## config.mk

```make
export PLATFORM = sky130hd
export DESIGN_NAME = eth_front
export DESIGN_NICKNAME = d
export VERILOG_FILES = /design/src/hdl/eth_pkg.sv /design/src/hdl/eth_front.sv
export SDC_FILE = /design/constraint.sdc
export NUM_CORES = 2
export LEC_CHECK = 0
export BUFFER_PORTS_ARGS = -buffer_cell sky130_fd_sc_hd__buf_2
export CAP_MARGIN = 5
export CORE_AREA = 2 2 590 416
export DETAILED_ROUTE_END_ITERATION = 8
export DIE_AREA = 0 0 592 418
export PLACE_DENSITY_LB_ADDON = 0.05
export SETUP_SLACK_MARGIN = 0.05
export SLEW_MARGIN = 20
export SYNTH_ARGS = -nofsm -noshare
export SYNTH_HDL_FRONTEND = slang
export SYNTH_SLANG_ARGS = --single-unit
```

## constraint.sdc

```tcl
create_clock -name clk -period 10.13 [get_ports clk]
set_clock_uncertainty 0.05 [all_clocks]
set_input_delay 0.5065 -clock clk [delete_from_list [all_inputs] [get_ports clk]]
set_output_delay 0.5065 -clock clk [all_outputs]
set_load 0.005 [all_outputs]
```

## src/hdl/eth_pkg.sv

```systemverilog
// Package for the edge table histogram: field types, opcodes and sizes.
`default_nettype none
package eth_pkg;
	localparam int MAX_EDGES = 64;
	localparam int COUNT_BITS = 32;
	localparam int SLOT_BITS = 6;
	localparam int FIFO_DEPTH = 2;
	localparam logic [5:0] BIN_COUNT_RESET = 6'd38;
	localparam logic [COUNT_BITS-1:0] COUNT_MAX = '1;

	typedef enum logic [2:0] {
		OP_WRITE_EDGE = 3'd0,
		OP_SAMPLE     = 3'd1,
		OP_END_STA    = 3'd2,
		OP_READ_BIN   = 3'd3,
		OP_CLEAR      = 3'd4
	} opcode_t;

	localparam logic [1:0] REG_COUNT_SCANS  = 2'd0;
	localparam logic [1:0] REG_PROFILE_MODE = 2'd1;
	localparam logic [1:0] REG_BIN_COUNT    = 2'd2;

	typedef struct packed {
		logic [2:0]        opcode;
		logic [5:0]        slot;
		logic signed [31:0] sample_value;
		logic [15:0]       weight;
	} in_item_t;

	typedef struct packed {
		logic [5:0]  bin_index;
		logic        in_range;
		logic [31:0] bin_total;
	} out_item_t;

	// Classified command passed from the front part to the back part.
	typedef struct packed {
		logic [2:0]  opcode;
		logic [5:0]  slot;
		logic        in_range;
		logic [15:0] amount;
		logic        set_flag;
		logic        add;
	} cmd_t;

	typedef enum logic [2:0] {
		FS_IDLE, FS_SEARCH, FS_PUSH
	} front_state_t;

	typedef enum logic [2:0] {
		BS_IDLE, BS_READ, BS_UPDATE, BS_SWEEP_RD, BS_SWEEP_WR, BS_OUT
	} back_state_t;
endpackage
`default_nettype wire

```

## src/hdl/eth_front.sv

```systemverilog
// Front part: writes edges and searches the edge table for a sample's bin.
`default_nettype none
module eth_front import eth_pkg::*; (
	input  wire logic     clk,
	input  wire logic     arst_n,
	input  wire in_item_t in_item,
	input  wire logic     in_valid,
	output logic          in_ready,
	input  wire logic     count_scans,
	input  wire logic     profile_mode,
	input  wire logic [5:0] bin_count,
	output cmd_t          cmd,
	output logic          cmd_valid,
	input  wire logic     cmd_ready
);
	front_state_t state_q, state_d;
	logic signed [31:0] edges_q [MAX_EDGES];
	logic signed [31:0] edge_s1;
	logic signed [31:0] prev_q;
	in_item_t item_q;
	logic [6:0] ptr_q;
	logic found_q;
	logic [5:0] found_bin_q;
	logic [5:0] limit;
	logic hit;
	logic last;

	// Search limit: only bins below the last edge exist.
	assign limit = (bin_count > 6'(MAX_EDGES - 1)) ? 6'(MAX_EDGES - 1) : bin_count;

	// The edge read at ptr_q arrives in the next cycle, so bin ptr_q - 2 is tested
	// against the previous edge and the edge just read.
	assign hit = (ptr_q >= 7'd2) && (item_q.sample_value >= prev_q) &&
		(item_q.sample_value < edge_s1);
	assign last = (limit == 6'd0) || (ptr_q == {1'b0, limit} + 7'd1);

	// Next state.
	always_comb begin
		state_d = state_q;
		case (state_q)
			FS_IDLE: if (in_valid) state_d = (in_item.opcode == OP_SAMPLE) ? FS_SEARCH : FS_PUSH;
			FS_SEARCH: if (hit || last) state_d = FS_PUSH;
			FS_PUSH: if (cmd_ready) state_d = FS_IDLE;
			default: state_d = FS_IDLE;
		endcase
	end

	// Outputs.
	always_comb begin
		in_ready = (state_q == FS_IDLE);
		cmd_valid = (state_q == FS_PUSH);
		cmd.opcode = item_q.opcode;
		cmd.slot = (item_q.opcode == OP_SAMPLE) ? found_bin_q : item_q.slot;
		cmd.in_range = (item_q.opcode == OP_SAMPLE) && found_q;
		cmd.amount = (!profile_mode && count_scans) ? item_q.weight : 16'd1;
		cmd.set_flag = profile_mode && !count_scans;
		cmd.add = (item_q.opcode == OP_SAMPLE) && found_q && !cmd.set_flag;
	end

	always_ff @(posedge clk or negedge arst_n) begin
		if (!arst_n) begin
			state_q <= FS_IDLE;
		end else begin
			state_q <= state_d;
		end
	end

	// Edge table with registered read; one edge read per cycle, lowest matching bin wins.
	always_ff @(posedge clk) begin
		if (state_q == FS_IDLE && in_valid) begin
			item_q <= in_item;
			ptr_q <= '0;
			found_q <= 1'b0;
			found_bin_q <= '0;
			if (in_item.opcode == OP_WRITE_EDGE)
				edges_q[in_item.slot] <= in_item.sample_value;
		end else if (state_q == FS_SEARCH) begin
			edge_s1 <= edges_q[ptr_q[5:0]];
			prev_q <= edge_s1;
			ptr_q <= ptr_q + 7'd1;
			if (hit) begin
				found_q <= 1'b1;
				found_bin_q <= 6'(ptr_q - 7'd2);
			end
		end
	end
endmodule
`default_nettype wire

```

==> flow_summary.toml <==
[placement]
dp_cells = 7046
dp_hpwl_um = 145000
place_congestion = 0.755
io_buffers = 98
post-place-ws_ns = 4.80

[critical_path]
start_kind = "register"
worstPathRequired_ns = 10.68
rrSetupSlack_ns = 5.01
crit_type = "register to register"
arrival_ns = 5.67
cp_max_fo = 39
end_kind = "register"

[logic_synthesis]
syn_area_um2 = 84400
netlist_top_cells_count = "edfxtp_1, mux4_2, mux2i_1"
syn_area_per_cell_um2 = 22.4
syn-num-nets = 3911
synth_cells = 3773
yosysSeqAreaShare = 0.776
synth_edf_count = 2169
yosys.area.top_type = "edfxtp_1"
synth_cell_type_count = 54
synth_area_leaders = "edfxtp_1, mux4_2, mux2i_1, ha_1, o22ai_1"
synth_flop_cell = "edfxtp_1"
synth-seq-cells = 2185
synth_top_area_frac = 0.772
synth_most_common_cell = "edfxtp_1"
async_flop_share = 0.000915
yosysWarnings = 0

[floorplanning]
dieArea_um2 = 247000
row_count = 151
ios = 99
die_h_um = 418
core_area_um2 = 241000
die_w_um = 592
start_util = 0.350

[drt]
drt_iter0_drc = 4965
drc = 0
drt-pass1-iter-count = 5
wl_per_cell_um = 35.7
postRouteWirelength_um = 268000
avgViaCountPerCell = 5.43
vias = 40688
drtAntennaViolNets = 0

[clock_tree]
path_clk_slew_ns = 0.06
post_cts_resized = 0
insertion_delay_ns = 0.88
cts.sinks = 2185
clock-root-buffer = "clkbuf_16"
htree_levels = 4
cts_buffer_depth = 4
cts_tree = "built"
cts_made_buffers = 226

[grt]
grt_max_degree = 108
grt_antenna_before_repair = 42
grt_usage = 0.216
overflow = 0
grt_pass1_vias = 40382
grt_pass1_wl_um = 360000

[final_layout]
nets = 4233
stdcell_count = 7488
area_growth_pct = 15.4
drive_gt1_frac = 0.275

[power]
ir_worst_vdd_uv = 205
p_leak_nw = 29.5
power_density_nw_per_um2 = 243
finalPower_mw = 23.7

[sta]
setup_tns_ns = 0
min_period_over_period = 0.505
finalMaxSlewViolations = 0
setup_viol = 0
rsz0062_at_grt = "no"
max_freq_ghz = 0.195
finalHoldViolCount = 0
min_period_ns = 5.12
worst_pin_slew_ns = 1.24
setup_slack_ns = 5.01
timing.slew.headroom = 0.176
whs_ns = 0.215

[run]
maxCapViolCount = 0

[run_status]
status = "finished, final reports clean"

[hold_path]
hold_class = "primary input to register"
registers in the layout, indices dropped and copies added, names as in the netlist:
name and flops:
cmd 3, edge_s1 32, edges_q 2048, found_bin_q 6, found_q 1, item_q 54
prev_q 32, ptr_q 7, state_q 2
cell type report:
type / count / area [um^2]
Fill cell: 21171 / 144000
Sequential cell: 2185 / 65500
Multi-Input combinational cell: 1322 / 18300
Clock buffer: 289 / 5980
Tap cell: 3213 / 4020
Timing Repair Buffer: 284 / 2140
Clock inverter: 114 / 1140
Inverter: 76 / 288
Antenna cell: 5 / 12.5
logic make-up after synthesis:
| kind of cell | Yosys count | synth area share |
|---|---|---|
| DFF | 2185 | 0.776 |
| muxes | 755 | 0.167 |
| AOI/OAI and AO/OA | 272 | 0.0190 |
| buffers and inverters | 266 | 0.0138 |
| and+or+nand+nor | 208 | 0.0116 |
| adders and majority gates | 69 | 0.0102 |
| xor gates and xnor gates | 18 | 0.00187 |
stage by stage:
step	instance area, um^2	utilization
6_report	97300	0.403
3_3_place_gp	89700	0.372
4_1_cts	97300	0.403
2_1_floorplan	84400	-
5_1_grt	97300	0.403
3_5_place_dp	89900	0.373
placed cells by master, fill, tap and decap left out, types with 65 or more instances in the layout:
cell type / n
buf_2: 95
mux4_2: 523
edfxtp_1: 2169
nor2_4: 65
inv_1: 74
o22ai_1: 72
clkbuf_16: 230
a21oi_1: 84
buf_4: 142
mux2i_1: 210
ha_1: 69
final timing paths:
| kind | start | end | cells past startpoint |
|---|---|---|---|
| min reg2reg | edge_s1[16]$_DFFE_PP_ | prev_q[16]$_DFFE_PP_ | 0 |
| min in group asynchronous | arst_n | state_q[0]$_DFFE_PN0P_ | 3 |
| max reg2reg | ptr_q[0]$_SDFFE_PP0P_ | edge_s1[29]$_DFFE_PP_ | 6 |
| min | bin_count[4] | state_q[0]$_DFFE_PN0P_ | 5 |
| max in group asynchronous | arst_n | state_q[1]$_DFFE_PN0P_ | 3 |
| max | ptr_q[0]$_SDFFE_PP0P_ | edge_s1[29]$_DFFE_PP_ | 6 |
repair_timing:
item | CTS | global route
hold buffers | 34 | 0
endpoints found under the hold margin | 56 | 0
buffers inserted | 0 | 0
layer usage:
metal,vias up,track usage,routed length [um]
met2,1495,0.300,111000
met3,323,0.0671,24400
met4,8,0.0479,6090
met5,-,0,44
li1,16545,-,-
met1,22317,0.331,126000
power by group:
part | total, mW | internal (mW) | switching [mW]
clock network | 8.24 | 4.74 | 3.50
registers | 10.2 | 10.1 | 0.152
logic | 5.20 | 2.22 | 2.98
critical path, cell delays in order, from the launching register on:
cell and delay (ns):
dfxtp_4 1.02, buf_4 0.67, buf_4 0.69, mux4_2 0.58, mux2i_1 0.73, o21ai_0 0.52
mux4_2 0.55
(Power assumes the default switching activity.)
