**src/hdl/eth_pkg.sv**
```systemverilog
// Package for the edge table histogram: field types, opcodes and sizes.
`default_nettype none
package eth_pkg;
	localparam int MAX_EDGES = 64;
	localparam int COUNT_BITS = 32;
	localparam int SLOT_BITS = 6;
	localparam int FIFO_DEPTH = 2;
	localparam logic [5:0] BIN_COUNT_RESET = 6'd38;
	localparam logic [COUNT_BITS-1:0] COUNT_MAX = '1;

	typedef enum logic [2:0] {
		OP_WRITE_EDGE = 3'd0,
		OP_SAMPLE     = 3'd1,
		OP_END_STA    = 3'd2,
		OP_READ_BIN   = 3'd3,
		OP_CLEAR      = 3'd4
	} opcode_t;

	localparam logic [1:0] REG_COUNT_SCANS  = 2'd0;
	localparam logic [1:0] REG_PROFILE_MODE = 2'd1;
	localparam logic [1:0] REG_BIN_COUNT    = 2'd2;

	typedef struct packed {
		logic [2:0]        opcode;
		logic [5:0]        slot;
		logic signed [31:0] sample_value;
		logic [15:0]       weight;
	} in_item_t;

	typedef struct packed {
		logic [5:0]  bin_index;
		logic        in_range;
		logic [31:0] bin_total;
	} out_item_t;

	// Classified command passed from the front part to the back part.
	typedef struct packed {
		logic [2:0]  opcode;
		logic [5:0]  slot;
		logic        in_range;
		logic [15:0] amount;
		logic        set_flag;
		logic        add;
	} cmd_t;

	typedef enum logic [2:0] {
		FS_IDLE, FS_SEARCH, FS_PUSH
	} front_state_t;

	typedef enum logic [2:0] {
		BS_IDLE, BS_READ, BS_UPDATE, BS_SWEEP_RD, BS_SWEEP_WR, BS_OUT
	} back_state_t;
endpackage
`default_nettype wire

```
**src/hdl/eth_fifo.sv**
```systemverilog
// Short queue of classified commands between the front and back parts.
`default_nettype none
module eth_fifo import eth_pkg::*; (
	input  wire logic clk,
	input  wire logic arst_n,
	input  wire cmd_t wr_data,
	input  wire logic wr_valid,
	output logic      wr_ready,
	output cmd_t      rd_data,
	output logic      rd_valid,
	input  wire logic rd_ready
);
	cmd_t mem_q [FIFO_DEPTH];
	logic wp_q, rp_q;
	logic [1:0] cnt_q;
	logic push, pop;

	assign wr_ready = (cnt_q != 2'(FIFO_DEPTH));
	assign rd_valid = (cnt_q != 2'd0);
	assign rd_data = mem_q[rp_q];
	assign push = wr_valid && wr_ready;
	assign pop = rd_valid && rd_ready;

	// Pointers and fill count.
	always_ff @(posedge clk or negedge arst_n) begin
		if (!arst_n) begin
			wp_q <= 1'b0;
			rp_q <= 1'b0;
			cnt_q <= '0;
		end else begin
			if (push) wp_q <= ~wp_q;
			if (pop) rp_q <= ~rp_q;
			cnt_q <= cnt_q + 2'(push) - 2'(pop);
		end
	end

	always_ff @(posedge clk) begin
		if (push) mem_q[wp_q] <= wr_data;
	end
endmodule
`default_nettype wire

```
**config.mk**
```make
export PLATFORM = sky130hd
export DESIGN_NAME = eth_fifo
export DESIGN_NICKNAME = d
export VERILOG_FILES = /design/src/hdl/eth_pkg.sv /design/src/hdl/eth_fifo.sv
export SDC_FILE = /design/constraint.sdc
export NUM_CORES = 1
export LEC_CHECK = 0
export BUFFER_PORTS_ARGS = -buffer_cell sky130_fd_sc_hd__buf_2
export CORE_MARGIN = 2
export CORE_UTILIZATION = 55
export CTS_BUF_LIST = sky130_fd_sc_hd__clkbuf_8
export CTS_CLUSTER_SIZE = 25
export DETAILED_ROUTE_END_ITERATION = 7
export GPL_TIMING_DRIVEN = 0
export HOLD_SLACK_MARGIN = 0.1
export PLACE_DENSITY = 0.83
export SKIP_LAST_GASP = 1
export SYNTH_ARGS = -nofsm -noshare
export SYNTH_HDL_FRONTEND = slang
export SYNTH_SLANG_ARGS = --single-unit
```
**constraint.sdc**
```tcl
create_clock -name clk -period 4 [get_ports clk]
set_input_delay 0.2 -clock clk [delete_from_list [all_inputs] [get_ports clk]]
set_output_delay 0.2 -clock clk [all_outputs]
set_load 0.02 [all_outputs]
```
==> summary.txt, run 1 <==
Cells and area
  • Final net count: 240
  • Diode count: 0
  • Finished Layout Cells: 260
  • Synth-to-layout area growth: 36.5%
  • Multi-input gate area: 450 sq um
  • Ratio of cells with drive above 1 in the final layout: 0.419
  • Fillers: 229
  • Reg area: 1780 sq um

Detailed routing
  • Vias: 1285
  • Routed vias/inst: 4.94
  • Initial DRT Pass Iterations: 4
  • Wirelength, routed: 3830 um
  • Wire length per cell: 14.7 um
  • Post-DRT Antenna Nets: 0
  • DRC viols: 0
  • Initial drt markers: 60

GRT
  • Global-route wire length before repair: 5740 um
  • Tot GR Track Use: 0.188
  • Number of global-route vias before repair: 1282
  • Largest net degree at the start of global routing: 29
  • Grt total ovfl: 0
  • Initial antenna violation count: 0

Job
  • MaxCap Viol Count: 0

Critical path
  • CP Launch Type: flop
  • Worst Path Arrival: 1.94 ns
  • Crit end category: flop
  • CP Class: flop to flop
  • Worst-path fanout max: 28
  • Slowest cell on crit path: and3_1
  • CP startpoint: cnt_q[0]
  • Data required, critical path: 3.94 ns
  • Largest stage delay, worst path: 1.04 ns
  • Worst flop-to-flop path startpoint: cnt_q[0]
  • Critical-path cell list: nand2b_1 -> and3_1

Floorplan
  • Die X: 68.1 um
  • Chip height: 68.1 um
  • Core area: 3970 sq um
  • Starting Density: 0.569
  • FP Rows: 23
  • IO Count: 62
  • Die Footprint: 4640 sq um

Clock tree
  • Hold buffers post-CTS: 29
  • Clk buf depth: 2
  • Clk root buf: clkbuf_8
  • CTS sink count: 60
  • Post-CTS Resized: 0
  • Worst-skew pair later-pin latency: 0.34 ns
  • CTS tree: done
  • Num CTS Buffers: 9
  • Post-CTS setup repair buffer count: 0
  • Worst-path clk slew: 0.06 ns
  • H-tree depth: 3

Synth
  • Synth top area share: 0.744
  • Cell accounting for the most synthesized area: edfxtp_1
  • Seq/Total Area, Yosys: 0.788
  • Post-synthesis mux area share: 0.156
  • Synth Area in XOR/XNOR: 0.0155
  • Synthesized netlist cell count: 104
  • Yosys reg bits: 60
  • Top area cells in the synthesized netlist: edfxtp_1, mux2_1, mux2_4, dfrtp_1, xnor2_1
  • Syn. warnings: 0
  • Largest family of logic cells by synthesized area: multiplexers
  • Synth Area in Simple Gates: 0.0155
  • Cell variety after synth: 16
  • Mapped Area: 2260 sq um
  • Compound-Gate Fraction of Synth Area: 0
  • Synthesized area per cell: 21.7 sq um
  • Adder-Cell Fraction of Synth Area: 0.0111
  • Syn Nets: 138

Pwr
  • Leak: 0.00124 uW
  • Pwr dens: 683 nW/um^2
  • Max VDD drop: 0.000494 V

STA
  • Final hold vios: 0
  • Final setup fails: 0
  • Unrepaired setup endpoints after global routing: no
  • Pins Over Slew Limit: 0
  • Fmax achieved: 502 MHz
  • Slew headroom: 0.150
  • Tcrit/Tclk final: 0.498
  • Final Critical Period: 1.99 ns
  • Setup_tns: 0 ns
  • Worst-Margin Slew: 1.28 ns
  • Clock Skews: 0.00403 ns

Placement
  • IO Port Bufs: 61
  • Detailed Place HPWL: 2460 um
  • GPL Wtd Cong: 0.675
  • Placed Cells: 216

Status
  • Outcome: finished, final reports clean

Hold path
  • Hold Startpoint: rd_ready
  • Hold crit path type: primary input to flop
per-stage QoR:
stage          area (sq um)  total power [uW]  worst slack (ns)  hold WS (ns)  utilization
2_1_floorplan          2260              1450              1.64       -0.0956            -
4_1_cts                3090              2130              1.98         0.158        0.777
5_1_grt                3090              2220              1.84         0.166        0.777
6_report               3090              2110              2.01         0.170        0.777
3_5_place_dp           2650              1690              2.00        0.0117        0.666
3_3_place_gp           2630              1640              1.25       0.00553        0.662
cell usage after synthesis:
master    number
or2_1          1
mux2_1        18
buf_6          2
xor2_1         1
buf_2          1
nor2_1         1
edfxtp_1      56
nand2b_1       1
inv_1          1
dfrtp_1        4
mux2_4        10
and2_4         1
nand2_1        1
xnor2_1        3
ha_1           2
and3_1         1
cell usage in the layout (no fill, tap or decap):
cell type	Yosys	routed
buf_2	1	62
edfxtp_1	56	56
dlygate4sd3_1	0	29
mux2_1	18	18
mux2_4	10	10
clkbuf_8	0	9
dfrtp_1	4	4
inv_1	1	3
xnor2_1	3	3
buf_6	2	2
ha_1	2	2
clkinv_2	0	2
clkinv_1	0	2
or2_1	1	1
and2_4	1	1
nand2b_1	1	1
nand2_1	1	1
and3_1	1	1
nor2_2	0	1
xor2_1	1	1
buf_8	0	1
sequential cells by signal, indices dropped and copies added, names as in the netlist:
name / cells
rp_q: 1
mem_q: 56
wp_q: 1
cnt_q: 2
metal layers:
metal	share of wire	wire length (um)	global-route usage	vias up
li1	-	-	-	609
met1	0.40	1540	0.198	623
met2	0.51	1970	0.316	44
met3	0.057	219	0.0740	9
met4	0.026	99	0.113	0
met5	0	0	0	-
critical path: cells and delay by family (launching register included):
family        cells  cell delay (ns)
flops             1             0.38
simple gates      2             1.22
kinds of logic (layout without fill, tap and decap cells):
group	Yosys count	count (layout)
xor+xnor	4	4
fa+ha+maj	2	2
buf+inv	4	110
flops	60	60
mux	28	28
simple gates	6	6
power breakdown:
group,leakage (uW),switching [uW],internal (uW)
registers,0.000567,46.4,866
logic,0.000588,443,330
clock network,0.0000863,212,209
total,0.00124,701,1410
final timing paths:
path	endpoint	slack, ns	cells after the start
worst max-delay path	mem_q[1][21]	2.01	2
worst min-delay path	rp_q	0.17	3
worst max register to register	mem_q[1][21]	2.01	2
worst min register to register	wp_q	0.55	1
max in group asynchronous	cnt_q[1]	3.68	2
min in group asynchronous	wp_q	0.20	2
final cells by class:
type                       count  area share
timing repair buffer          91       0.198
tap                           50      0.0203
clock buffer                   9      0.0401
clock inverter                 6     0.00811
multi-input combinational     40       0.146
inverter                       1     0.00122
buffer                         3     0.00892
sequential                    60       0.577
No activity file was read; power rests on OpenSTA's default activity.
==> run 2: changes to the inputs <==
--- a/config.mk
+++ b/config.mk
@@ -5,15 +5,16 @@
 export SDC_FILE = /design/constraint.sdc
 export NUM_CORES = 1
 export LEC_CHECK = 0
+export ABC_AREA = 1
 export BUFFER_PORTS_ARGS = -buffer_cell sky130_fd_sc_hd__buf_2
 export CORE_MARGIN = 2
-export CORE_UTILIZATION = 55
+export CORE_UTILIZATION = 54
 export CTS_BUF_LIST = sky130_fd_sc_hd__clkbuf_8
 export CTS_CLUSTER_SIZE = 25
 export DETAILED_ROUTE_END_ITERATION = 7
 export GPL_TIMING_DRIVEN = 0
 export HOLD_SLACK_MARGIN = 0.1
-export PLACE_DENSITY = 0.83
+export PLACE_DENSITY = 0.82
 export SKIP_LAST_GASP = 1
 export SYNTH_ARGS = -nofsm -noshare
 export SYNTH_HDL_FRONTEND = slang
==> constraint.sdc (replaced) <==
create_clock -name clk -period 1.99 [get_ports clk]
set_input_delay 0.0995 -clock clk [delete_from_list [all_inputs] [get_ports clk]]
set_output_delay 0.0995 -clock clk [all_outputs]
set_load 0.02 [all_outputs]
==> summary.txt, run 2 <==
Status
  • Outcome: finished, final reports clean

Clock tree
  • Worst-skew pair later-pin latency: 0.32 ns (-0.02 ns)
  • Worst-path clk slew: 0.06 ns (about the same)
  • H-tree depth: 3 (unchanged)
  • Clk buf depth: 2 (unchanged)
  • Num CTS Buffers: 9 (unchanged)
  • Post-CTS setup repair buffer count: 0 (unchanged)
  • Clk root buf: clkbuf_8
  • CTS sink count: 60 (unchanged)
  • CTS tree: done

Floorplan
  • Chip height: 68.9 um (+1.1%)
  • Die Footprint: 4740 sq um (+2.2%)
  • Die X: 68.9 um (+1.1%)
  • Core area: 4030 sq um (+1.4%)
  • Starting Density: 0.564 (-0.00565)
  • IO Count: 62 (unchanged)
  • FP Rows: 23 (unchanged)

Cells and area
  • Fillers: 247 (+7.9%)
  • Multi-input gate area: 415 sq um (-7.8%)
  • Synth-to-layout area growth: 38.9%
  • Commonest cells after routing, fill and taps aside: nand2_1, buf_2, edfxtp_1
  • Util after Layout: 0.783 (+0.00598)
  • Ratio of cells with drive above 1 in the final layout: 0.284 (-0.135)
  • Final net count: 316 (+32%)
  • Most common cell after layout, fill and taps aside: nand2_1
  • Largest regs: mem_q (56), cnt_q (2)
  • Reg area: 1780 sq um (unchanged)
  • Max reg flops: 56 (unchanged)
  • Biggest register: mem_q
  • Finished Layout Cells: 335 (+29%)
  • Diode count: 0 (unchanged)

GRT
  • Initial antenna violation count: 0 (unchanged)
  • Grt total ovfl: 0 (unchanged)
  • Largest net degree at the start of global routing: 29 (unchanged)
  • Top Usage Layer GRT: met2
  • Number of global-route vias before repair: 1518 (+18%)
  • Met3 Resource Use GR: 0.0536 (-0.0204)
  • Tot GR Track Use: 0.213 (+0.0253)
  • Global-route wire length before repair: 6600 um (+15%)
  • Met1 usage: 0.202 (+0.00410)
  • Met2 GRT Util: 0.394 (+0.0787)

Detailed routing
  • Vias: 1600 (+25%)
  • DRC viols: 0 (unchanged)
  • Routed vias/inst: 4.78 (-3.4%)
  • Post-DRT Antenna Nets: 0 (unchanged)
  • Initial DRT Pass Iterations: 4 (unchanged)
  • Wirelength, routed: 4480 um (+17%)
  • Wire length per cell: 13.4 um (-9.3%)
  • Initial drt markers: 151 (+150%)

Synth
  • Synth Area in XOR/XNOR: 0 (-0.0155)
  • Top area cells in the synthesized netlist: edfxtp_1, nand2_1, dfrtp_1, inv_1, ha_1
  • Adder-Cell Fraction of Synth Area: 0.0110 (-0.0000488)
  • Post-synth EDFFs: 56 (unchanged)
  • Commonest cells in the synthesized netlist: nand2_1, edfxtp_1, inv_1
  • Synthesized area per cell: 12.8 sq um (-41%)
  • Seq/Total Area, Yosys: 0.785 (-0.00347)
  • Compound-Gate Fraction of Synth Area: 0 (unchanged)
  • Synth Area in Simple Gates: 0.169 (+0.153)
  • Syn Nets: 212 (+54%)
  • Count leader, synth: nand2_1
  • Syn. warnings: 0 (unchanged)
  • Post-synthesis mux area share: 0 (-0.156)
  • Post-synthesis async set-or-reset flop share: 0.0667 (unchanged)
  • Synth top area share: 0.740 (-0.00328)
  • Largest family of logic cells by synthesized area: simple AND/OR/NAND/NOR gates
  • Synthesized netlist cell count: 178 (+71%)
  • Cell accounting for the most synthesized area: edfxtp_1
  • Cell variety after synth: 11 (-5)
  • Yosys reg bits: 60 (unchanged)
  • Mapped Area: 2270 sq um (+0.44%)
  • Main synth FF type: edfxtp_1

Pwr
  • Switch Pwr: 1660 uW (+140%)
  • Pwr dens: 1430 nW/um^2 (+110%)
  • Leak: 0.00143 uW (+15%)
  • Logic pwr share: 0.384 (+0.017)
  • Max VDD drop: 0.000785 V (+59%)
  • Clk pwr share: 0.213 (+0.013)
  • Cell internal pwr: 2860 uW (+100%)
  • Tot Pwr: 4520 uW (+110%)
  • Sw frac: 0.368 (+0.0352)
  • Register share of total power: 0.402 (-0.031)

Critical path
  • CP Launch Type: flop
  • Data required, critical path: 1.93 ns (-2.01 ns)
  • Worst-path fanout max: 28 (unchanged)
  • Reg2Reg Depth: 3 (+1)
  • Worst Path Arrival: 1.80 ns (-0.14 ns)
  • Crit end category: flop
  • Worst flop-to-flop path startpoint: wp_q
  • CP startpoint: wp_q
  • R2R setup slack: 0.13 ns (-1.87 ns)
  • CP Class: flop to flop
  • RR Endpoint: mem_q[0][9]

STA
  • Worst-Margin Slew: 1.11 ns (-0.162 ns)
  • Clock Skews: 0.00625 ns (+0.00222 ns)
  • Setup ws final: 0.132 ns (-1.87 ns)
  • Final Critical Period: 1.86 ns (-0.135 ns)
  • Fmax achieved: 538 MHz (+7.3%)
  • Tcrit/Tclk final: 0.934 (+0.435)
  • Final setup fails: 0 (unchanged)
  • Setup_tns: 0 ns (unchanged)
  • Final hold vios: 0 (unchanged)
  • Slew headroom: 0.257 (+0.108)
  • Pins Over Slew Limit: 0 (unchanged)
  • Unrepaired setup endpoints after global routing: yes

Placement
  • Detailed Place HPWL: 2630 um (+6.6%)
  • IO Port Bufs: 61 (unchanged)
  • Placed Cells: 290 (+34%)
  • GPL Wtd Cong: 0.722 (+6.9%)
  • Dpl ws: 0.148 ns (-1.85 ns)

Job
  • MaxCap Viol Count: 0 (unchanged)

Hold path
  • Hold crit path type: primary input to async pin
-- run 2: cell type report --
type / count / area share
Inverter: 9 / 0.0107
Tap cell: 50 / 0.0198
Sequential cell: 60 / 0.565
Timing Repair Buffer: 93 / 0.204
Clock buffer: 9 / 0.0393
Multi-Input combinational cell: 103 / 0.132
Buffer: 6 / 0.0151
Clock inverter: 5 / 0.0147
-- run 2: kinds of logic (layout without fill, tap and decap cells) --
| logic type | count (synthesis) | in the layout |
|---|---|---|
| fa+ha+maj | 2 | 2 |
| buf+inv | 15 | 122 |
| flops | 60 | 60 |
| simple gates | 101 | 101 |
-- run 2: what timing repair did --
| action | CTS | global route |
|---|---|---|
| endpoints found under the setup margin | 0 | 15 |
| hold buffers | 31 | 0 |
| hold endpoints to repair | 62 | 0 |
| gates resized for setup | 0 | 1 |
-- run 2: how the worst max path moves through the flow --
stage / slack (ns) / to / cells after the start
3_5_place_dp: 0.15 / mem_q[1][18] / 4
3_3_place_gp: -0.12 / mem_q[1][18] / 3
4_1_cts: 0.13 / mem_q[1][19] / 4
5_1_grt: -0.006 / mem_q[0][2] / 3
6_report: 0.13 / mem_q[0][9] / 3
2_1_floorplan: 0.13 / mem_q[1][0] / 3
-- run 2: routing by layer --
layer / up-vias / part of all wire
met1: 736 / 0.36
met4: 0 / 0.013
met2: 60 / 0.56
met5: - / 0
li1: 797 / -
met3: 7 / 0.066
-- run 2: stage by stage --
stage                     area, sq um  hold slack [ns]
after detailed placement         2670          -0.0851
after global placement           2640          -0.0862
final                            3150            0.104
after CTS                        3150            0.107
after floorplan                  2270           -0.196
after global routing             3150            0.109
-- run 2: critical path, cell delays in order (launching register included) --
cell	delay, ns
dfrtp_1	0.40
inv_1	0.13
nand3_1	0.12
inv_1	0.82
-- run 2: power groups by stage --
| stage | combinational, uW | sequential, uW | clock (uW) |
|---|---|---|---|
| CTS | 1740 | 1820 | 981 |
| global route | 1930 | 1850 | 1040 |
| global placement | 1600 | 1830 | 0 |
| finish | 1740 | 1820 | 964 |
| floorplan | 1120 | 1820 | 0 |
| detailed placement | 1690 | 1840 | 0 |
